**config.mk**
```make
export PLATFORM = sky130hd
export DESIGN_NAME = uart_rx_ring_fifo
export DESIGN_NICKNAME = d
export VERILOG_FILES = /design/src/rtl/urrf_pkg.sv /design/src/rtl/urrf_in_reg.sv /design/src/rtl/urrf_ram.sv /design/src/rtl/urrf_ctrl.sv /design/src/rtl/uart_rx_ring_fifo.sv
export SDC_FILE = /design/constraint.sdc
export NUM_CORES = 2
export LEC_CHECK = 0
export BUFFER_PORTS_ARGS = -buffer_cell sky130_fd_sc_hd__buf_2
export CORE_UTILIZATION = 40
export DETAILED_ROUTE_END_ITERATION = 8
export PLACE_DENSITY = 0.52
export SLEW_MARGIN = 15
export SYNTH_ARGS = -nofsm -noshare
export SYNTH_HDL_FRONTEND = slang
export SYNTH_SLANG_ARGS = --single-unit
```
**constraint.sdc**
```tcl
create_clock -name clk -period 5.45 [get_ports clk]
set_clock_uncertainty 0.1 [all_clocks]
set_input_delay 1.09 -clock clk [delete_from_list [all_inputs] [get_ports clk]]
set_output_delay 1.09 -clock clk [all_outputs]
set_load 0.005 [all_outputs]
```
**src/rtl/urrf_pkg.sv**
```systemverilog
// shared constants, types and index helpers for the uart receive ring buffer
// no dependencies; used through scoped names by every rtl file except urrf_ram
package urrf_pkg;

  // ring geometry
  localparam int DEPTH     = 256;
  localparam int WATERMARK = 128;
  localparam int IDX_W     = $clog2(DEPTH);
  localparam logic [IDX_W-1:0] WM_STEP  = IDX_W'(WATERMARK % DEPTH);
  localparam logic [IDX_W-1:0] LAST_IDX = IDX_W'(DEPTH - 1);
  localparam logic [IDX_W:0]   DEPTH_EXT = (IDX_W+1)'(DEPTH);

  // item modes
  localparam logic [1:0] MODE_RX       = 2'd0;
  localparam logic [1:0] MODE_POP      = 2'd1;
  localparam logic [1:0] MODE_WR_LOW   = 2'd2;
  localparam logic [1:0] MODE_WR_OVFL  = 2'd3;

  // status bits
  localparam logic [2:0] STAT_NONE     = 3'b000;
  localparam logic [2:0] STAT_FRAME    = 3'b001;
  localparam logic [2:0] STAT_OVERRUN  = 3'b010;
  localparam logic [2:0] STAT_BUF_OVFL = 3'b100;

  // registered input beat
  typedef struct packed {
    logic       valid;
    logic [1:0] mode;
    logic [7:0] rx_byte;
    logic       frame_error;
    logic       overrun_error;
    logic       flag_value;
  } item_t;

  // registered result, data byte comes from the ram read port
  typedef struct packed {
    logic       done;
    logic       pop_ok;
    logic [2:0] status;
    logic       no_data;
    logic [7:0] fill;
    logic       low_water;
    logic       overflowed;
  } result_t;

  // index plus one, modulo depth
  function automatic logic [IDX_W-1:0] wrap_inc(input logic [IDX_W-1:0] idx);
    logic [IDX_W-1:0] r;
    if (idx == LAST_IDX) r = '0;
    else r = idx + 1'b1;
    return r;
  endfunction

  // sum of two indices modulo depth, both below depth
  function automatic logic [IDX_W-1:0] wrap_add(input logic [IDX_W-1:0] a,
                                                input logic [IDX_W-1:0] b);
    logic [IDX_W:0] s;
    s = {1'b0, a} + {1'b0, b};
    if (s >= DEPTH_EXT) s = s - DEPTH_EXT;
    return s[IDX_W-1:0];
  endfunction

endpackage

```
**src/rtl/urrf_in_reg.sv**
```systemverilog
// input register of the receive ring buffer: captures one beat per cycle
// depends on urrf_pkg for the item type
module urrf_in_reg (
  input  logic              clk,
  input  logic              rst,
  input  logic              take,
  input  logic [1:0]        mode,
  input  logic [7:0]        rx_byte,
  input  logic              frame_error,
  input  logic              overrun_error,
  input  logic              flag_value,
  output urrf_pkg::item_t   item
);

  // valid is control, payload needs no reset
  always_ff @(posedge clk) begin
    if (rst) begin
      item.valid <= 1'b0;
    end else begin
      item.valid <= take;
    end
    if (take) begin
      item.mode          <= mode;
      item.rx_byte       <= rx_byte;
      item.frame_error   <= frame_error;
      item.overrun_error <= overrun_error;
      item.flag_value    <= flag_value;
    end
  end

endmodule

```
**src/rtl/urrf_ram.sv**
```systemverilog
// generic single-clock ram, one write port and one registered read port
// no dependencies
module urrf_ram #(
  parameter int DEPTH = 256,
  parameter int WIDTH = 8,
  parameter int AW    = $clog2(DEPTH)
) (
  input  logic             clk,
  input  logic             we,
  input  logic [AW-1:0]    waddr,
  input  logic [WIDTH-1:0] wdata,
  input  logic             re,
  input  logic [AW-1:0]    raddr,
  output logic [WIDTH-1:0] rdata
);

  logic [WIDTH-1:0] mem [DEPTH];

  // write and registered read
  always_ff @(posedge clk) begin
    if (we) begin
      mem[waddr] <= wdata;
    end
    if (re) begin
      rdata <= mem[raddr];
    end
  end

endmodule

```
**src/rtl/urrf_ctrl.sv**
```systemverilog
// index, status and flag logic of the receive ring buffer with result register
// depends on urrf_pkg; drives the write and read ports of urrf_ram
module urrf_ctrl (
  input  logic                        clk,
  input  logic                        rst,
  input  urrf_pkg::item_t             item,
  output logic                        mem_we,
  output logic [urrf_pkg::IDX_W-1:0]  mem_waddr,
  output logic                        mem_re,
  output logic [urrf_pkg::IDX_W-1:0]  mem_raddr,
  output urrf_pkg::result_t           res
);

  logic [urrf_pkg::IDX_W-1:0] head_index, head_index_next;
  logic [urrf_pkg::IDX_W-1:0] tail_index, tail_index_next;
  logic [2:0]                 last_status, last_status_next;
  logic                       low_water, low_water_next;
  logic                       overflowed, overflowed_next;
  logic [urrf_pkg::IDX_W-1:0] nh;
  logic [urrf_pkg::IDX_W-1:0] nt;
  logic [urrf_pkg::IDX_W-1:0] fill_idx;
  logic                       empty;
  logic                       full;
  logic                       pop_ok;
  logic                       no_data;

  // next indices and full / empty tests
  always_comb begin
    nh    = urrf_pkg::wrap_inc(head_index);
    nt    = urrf_pkg::wrap_inc(tail_index);
    empty = (head_index == tail_index);
    full  = (nh == tail_index);
  end

  // state update for one beat
  always_comb begin
    head_index_next  = head_index;
    tail_index_next  = tail_index;
    last_status_next = last_status;
    low_water_next   = low_water;
    overflowed_next  = overflowed;
    mem_we           = 1'b0;
    mem_re           = 1'b0;
    pop_ok           = 1'b0;
    no_data          = 1'b0;
    if (item.valid) begin
      case (item.mode)
        urrf_pkg::MODE_RX: begin
          if (urrf_pkg::wrap_add(nh, urrf_pkg::WM_STEP) == tail_index) begin
            low_water_next = 1'b0;
          end
          if (full) begin
            last_status_next = urrf_pkg::STAT_BUF_OVFL;
            overflowed_next  = 1'b1;
          end else begin
            head_index_next  = nh;
            mem_we           = 1'b1;
            last_status_next = (item.frame_error ? urrf_pkg::STAT_FRAME : urrf_pkg::STAT_NONE)
                             | (item.overrun_error ? urrf_pkg::STAT_OVERRUN
                                                   : urrf_pkg::STAT_NONE);
          end
        end
        urrf_pkg::MODE_POP: begin
          if (empty) begin
            no_data = 1'b1;
          end else begin
            tail_index_next = nt;
            mem_re          = 1'b1;
            pop_ok          = 1'b1;
            if (urrf_pkg::wrap_inc(nt) == head_index) begin
              low_water_next = 1'b1;
            end
          end
        end
        urrf_pkg::MODE_WR_LOW: begin
          low_water_next = item.flag_value;
        end
        urrf_pkg::MODE_WR_OVFL: begin
          overflowed_next = item.flag_value;
        end
        default: begin
          no_data = 1'b0;
        end
      endcase
    end
  end

  // ram addresses: push writes at the new head, pop reads at the new tail
  assign mem_waddr = nh;
  assign mem_raddr = nt;

  // fill after the step, head minus tail modulo depth
  always_comb begin
    if (head_index_next >= tail_index_next) begin
      fill_idx = head_index_next - tail_index_next;
    end else begin
      fill_idx = urrf_pkg::IDX_W'(urrf_pkg::DEPTH_EXT
                 - {1'b0, tail_index_next} + {1'b0, head_index_next});
    end
  end

  // state registers
  always_ff @(posedge clk) begin
    if (rst) begin
      head_index  <= '0;
      tail_index  <= '0;
      last_status <= urrf_pkg::STAT_NONE;
      low_water   <= 1'b0;
      overflowed  <= 1'b0;
    end else begin
      head_index  <= head_index_next;
      tail_index  <= tail_index_next;
      last_status <= last_status_next;
      low_water   <= low_water_next;
      overflowed  <= overflowed_next;
    end
  end

  // result register
  always_ff @(posedge clk) begin
    if (rst) begin
      res.done <= 1'b0;
    end else begin
      res.done <= item.valid;
    end
    res.pop_ok     <= pop_ok;
    res.no_data    <= no_data;
    res.status     <= no_data ? urrf_pkg::STAT_NONE : last_status_next;
    res.fill       <= 8'(fill_idx);
    res.low_water  <= low_water_next;
    res.overflowed <= overflowed_next;
  end

endmodule

```
**src/rtl/uart_rx_ring_fifo.sv**
```systemverilog
// top level of the uart receive ring buffer: input register, control, byte ram
// depends on urrf_pkg, urrf_in_reg, urrf_ctrl and urrf_ram
//
//  channel   handshake            payload
//  item in   start, busy          mode, rx_byte, frame_error, overrun_error, flag_value
//  result    done (one cycle)     read_byte, read_status, no_data, fill_count,
//                                 low_water_flag, overflowed_flag
//
// one item per cycle; done rises once the beat has passed the input register and the result register
// latency is set by the input register and the registered ram read port
// busy stays low: every beat is finished in the single pass after its register
// rst is synchronous and active high; indices, status and flags clear to zero
// results cannot be stalled and are shown for exactly one cycle
module uart_rx_ring_fifo (
  input  logic       clk,
  input  logic       rst,
  input  logic       start,
  output logic       busy,
  input  logic [1:0] mode,
  input  logic [7:0] rx_byte,
  input  logic       frame_error,
  input  logic       overrun_error,
  input  logic       flag_value,
  output logic       done,
  output logic [7:0] read_byte,
  output logic [2:0] read_status,
  output logic       no_data,
  output logic [7:0] fill_count,
  output logic       low_water_flag,
  output logic       overflowed_flag
);

  urrf_pkg::item_t            item;
  urrf_pkg::result_t          res;
  logic                       mem_we;
  logic [urrf_pkg::IDX_W-1:0] mem_waddr;
  logic                       mem_re;
  logic [urrf_pkg::IDX_W-1:0] mem_raddr;
  logic [7:0]                 mem_rdata;

  assign busy = 1'b0;

  // input beat register
  urrf_in_reg u_in_reg (
    .clk           (clk),
    .rst           (rst),
    .take          (start && !busy),
    .mode          (mode),
    .rx_byte       (rx_byte),
    .frame_error   (frame_error),
    .overrun_error (overrun_error),
    .flag_value    (flag_value),
    .item          (item)
  );

  // indices, flags and result register
  urrf_ctrl u_ctrl (
    .clk       (clk),
    .rst       (rst),
    .item      (item),
    .mem_we    (mem_we),
    .mem_waddr (mem_waddr),
    .mem_re    (mem_re),
    .mem_raddr (mem_raddr),
    .res       (res)
  );

  // byte store
  urrf_ram #(
    .DEPTH (urrf_pkg::DEPTH),
    .WIDTH (8)
  ) u_ram (
    .clk   (clk),
    .we    (mem_we),
    .waddr (mem_waddr),
    .wdata (item.rx_byte),
    .re    (mem_re),
    .raddr (mem_raddr),
    .rdata (mem_rdata)
  );

  // result ports
  assign done            = res.done;
  assign read_byte       = res.pop_ok ? mem_rdata : 8'd0;
  assign read_status     = res.status;
  assign no_data         = res.no_data;
  assign fill_count      = res.fill;
  assign low_water_flag  = res.low_water;
  assign overflowed_flag = res.overflowed;

endmodule

```
==> flow_summary.yaml <==
pwr:
  irDropWorstVdd_uv: 340
  swShare_pct: 21.1
  seq_power_share_pct: 54.3
  power_frac_clock_pct: 43.5
  power-per-cell-area_mw_per_mm2: 349
  p_sw_mw: 6.96
  finalPower_mw: 33.0
  p_comb_share_pct: 2.2
  power.internal_mw: 26.1
  p_leak_nw: 30.2
flow_run:
  cap_violations: 0
logic_synthesis:
  ys.flop_type: "edfxtp_1"
  synth_fp_nets: 4672
  synth_cell_types: 90
  synth_seq_area_share_pct: 75.4
  synthCells: 4636
  synth.avg_cell_area_sq_um: 18.0
  synth-seq-cells: 2107
  synth-edff-count: 2069
  ys_warn_count: 0
  synth_area_sq_mm: 0.0834
  async_flop_share_pct: 0
critical_path:
  crit_type: "flop to flop"
  slowest_stage: "nor4b_1"
  end_kind: "flop"
  ff2ff_path_depth: 10
  cp_max_fo: 31
  r2r_setup_slack_ns: 0.23
  path_common_cell: "buf_12"
  worstReg2RegEnd: "u_ram.rdata[4]$_DFFE_PP_"
  critPathMaxStageDelay_ns: 1.06
  reg2reg_from: "u_ctrl.tail_index[2]$_SDFF_PP0_"
  cp.required_ns: 5.87
  cp-start-kind: "flop"
  cp.arrival_ns: 5.64
  path_cells: "and4_4 > a21oi_4 > buf_12 > buf_12 > mux4_2 > a22oi_1 > o2111ai_1 > a21oi_1 > nor4b_1 > a31oi_1"
timing:
  tns_ns: 0
  min_period_over_period_pct: 95.7
  slew_violations: 0
  timing.fmax_mhz: 192
  whs_ns: 0.305
  rsz0062_at_grt: "false"
  final-hold-violation-count: 0
  fin_crit_ns: 5.22
  setup_slack_ns: 0.234
  setup_viol: 0
  slew_headroom_pct: 14.3
  worstMarginPinSlew_ns: 1.27
cts:
  cts.path.max_buffers: 3
  ctsHoldBuffers: 0
  cts.clk_slew.worst_paths_ns: 0.07
  post_cts.repair.setup_buffers: 0
  clock_sinks: 2107
  h-tree-depth: 4
  clkLatencyLatePin_ns: 0.87
  tritoncts.num_buffers: 212
  cts-root-buf: "clkbuf_16"
  cts_resized: 0
  cts_tree: "yes"
floorplan:
  initial_core_util_pct: 40.3
  rows: 167
  design.core.area_sq_mm: 0.207
  die_y_um: 459
  pin_count: 40
  die_w_um: 459
  dieArea_sq_mm: 0.210
place:
  place_congestion: 0.943
  dp_hpwl_mm: 175
  placed_area_sq_mm: 0.0880
  port_buffers: 38
  dp_slack_ns: 0.185
  place_inst: 7429
route:
  ant_nets: 0
  routed_via_density: 5.99
  dr.pass1.iters: 5
  vias: 46900
  drtIter0Drc: 6343
  wl_mm: 273
  drc: 0
  wl_per_cell_um: 35.0
worst_hold_path:
  hp-start: "rx_byte[4]"
  min_to: "u_in_reg.item[7]$_DFFE_PP_"
  hp-class: "input pin to flop"
  holdPathStages: 1
layout:
  final_util_pct: 45.7
  multi_input_area_sq_mm: 0.0190
  final-seq-area_sq_mm: 0.0629
  nets: 4891
  drive_gt1_share_pct: 20.2
  area_growth_pct: 13.6
  finish.instance_area_sq_mm: 0.0948
  fin_cells: 7823
  final_cell_mix: "edfxtp_1, nand2_1, nor2_1"
  n_fill_cell: 17900
  layout_commonest_cell: "edfxtp_1"
status:
  status: "complete, no violations"
global_routing:
  antenna_found_initial: 8
  grt_overflow_total: 0
  grt_usage_pct: 25.9
  grt_start_max_net_pins: 150
  grt_pass1_vias: 45600
  grt_pass1_wl_mm: 377
## state kept, by name, summed over array words and instances (netlist names)
name	cells
u_in_reg.item	14
u_ctrl.last_status	3
u_ctrl.head_index	8
u_ctrl.overflowed	1
u_ram.mem	2048
u_ctrl.res	16
u_ram.rdata	8
u_ctrl.tail_index	8
u_ctrl.low_water	1
## critical path, delay by kind of cell, from the launching register on
family / cells / cell delay (ns)
buf+inv: 2 / 0.60
simple gates: 2 / 1.40
compound gates: 5 / 1.55
flops: 1 / 0.55
mux: 1 / 0.59
## cells in the mapped netlist, drive strengths merged, types with 8 or more instances
library cell / count / area [sq um]
inv: 20 / 75.1
o2111ai: 19 / 166
mux2i: 84 / 841
nor4: 25 / 156
ha: 19 / 238
xnor2: 20 / 183
and3: 18 / 118
nand2: 445 / 1670
a22oi: 29 / 218
a211oi: 27 / 208
nor2: 413 / 1560
a31oi: 44 / 275
clkbuf: 117 / 443
nand3: 149 / 746
and2: 32 / 200
a2111oi: 13 / 115
a221oi: 10 / 87.6
xor2: 25 / 219
nor3: 25 / 130
a32oi: 22 / 193
nand4: 39 / 244
o211ai: 18 / 140
a21oi: 120 / 604
mux2: 8 / 90.1
nor2b: 9 / 56.3
edfxtp: 2069 / 62100
dfxtp: 38 / 761
o21ai: 83 / 423
mux4: 387 / 8730
o22ai: 43 / 269
buf: 168 / 1290
## logic make-up after synthesis
group                      count (synthesis)  share of synthesized area [%]
AOI/OAI and AO/OA                        491                           3.92
xor gates and xnor gates                  45                          0.481
adders and majority gates                 20                          0.309
buffers and inverters                    305                           2.17
DFF                                     2107                           75.4
muxes                                    479                           11.6
other                                      1                        0.00449
and+or+nand+nor                         1188                           6.16
## final cells by class
type | count | share of cell area [%]
Timing Repair Buffer | 290 | 2.71
Tap cell | 2788 | 3.68
Sequential cell | 2107 | 66.4
Multi-Input combinational cell | 2224 | 20.0
Inverter | 20 | 0.0871
Clock inverter | 121 | 1.29
Clock buffer | 267 | 5.84
Antenna cell | 6 | 0.0158
## routing by layer
layer	share of wire, %	track usage, %	vias up
li1	-	-	19000
met1	41	36.2	25000
met2	46	39.4	2336
met3	8.9	5.85	532
met4	4.2	9.87	8
met5	0.022	0	-
## worst max path at each step
stage	slack (ns)	cells after the start	start	endpoint
3_5_place_dp	0.19	10	u_ctrl.tail_index[2]$_SDFF_PP0_	u_ram.rdata[6]$_DFFE_PP_
5_1_grt	0.17	10	u_ctrl.tail_index[2]$_SDFF_PP0_	u_ram.rdata[4]$_DFFE_PP_
3_3_place_gp	0.29	10	u_ctrl.tail_index[2]$_SDFF_PP0_	u_ram.rdata[6]$_DFFE_PP_
6_report	0.23	10	u_ctrl.tail_index[2]$_SDFF_PP0_	u_ram.rdata[4]$_DFFE_PP_
4_1_cts	0.14	10	u_ctrl.tail_index[2]$_SDFF_PP0_	u_ram.rdata[6]$_DFFE_PP_
2_1_floorplan	1.16	21	u_ctrl.head_index[0]$_SDFF_PP0_	u_ctrl.res[9]$_DFF_P_
## power groups by stage
stage	logic [mW]	registers (mW)	clock network, mW
floorplan	0.161	18.5	0
global placement	0.713	18.3	0
detailed placement	0.732	18.3	0
CTS	0.729	18.0	14.6
global route	0.762	17.9	15.1
finish	0.726	18.0	14.4
No activity file was read; power rests on OpenSTA's default activity.
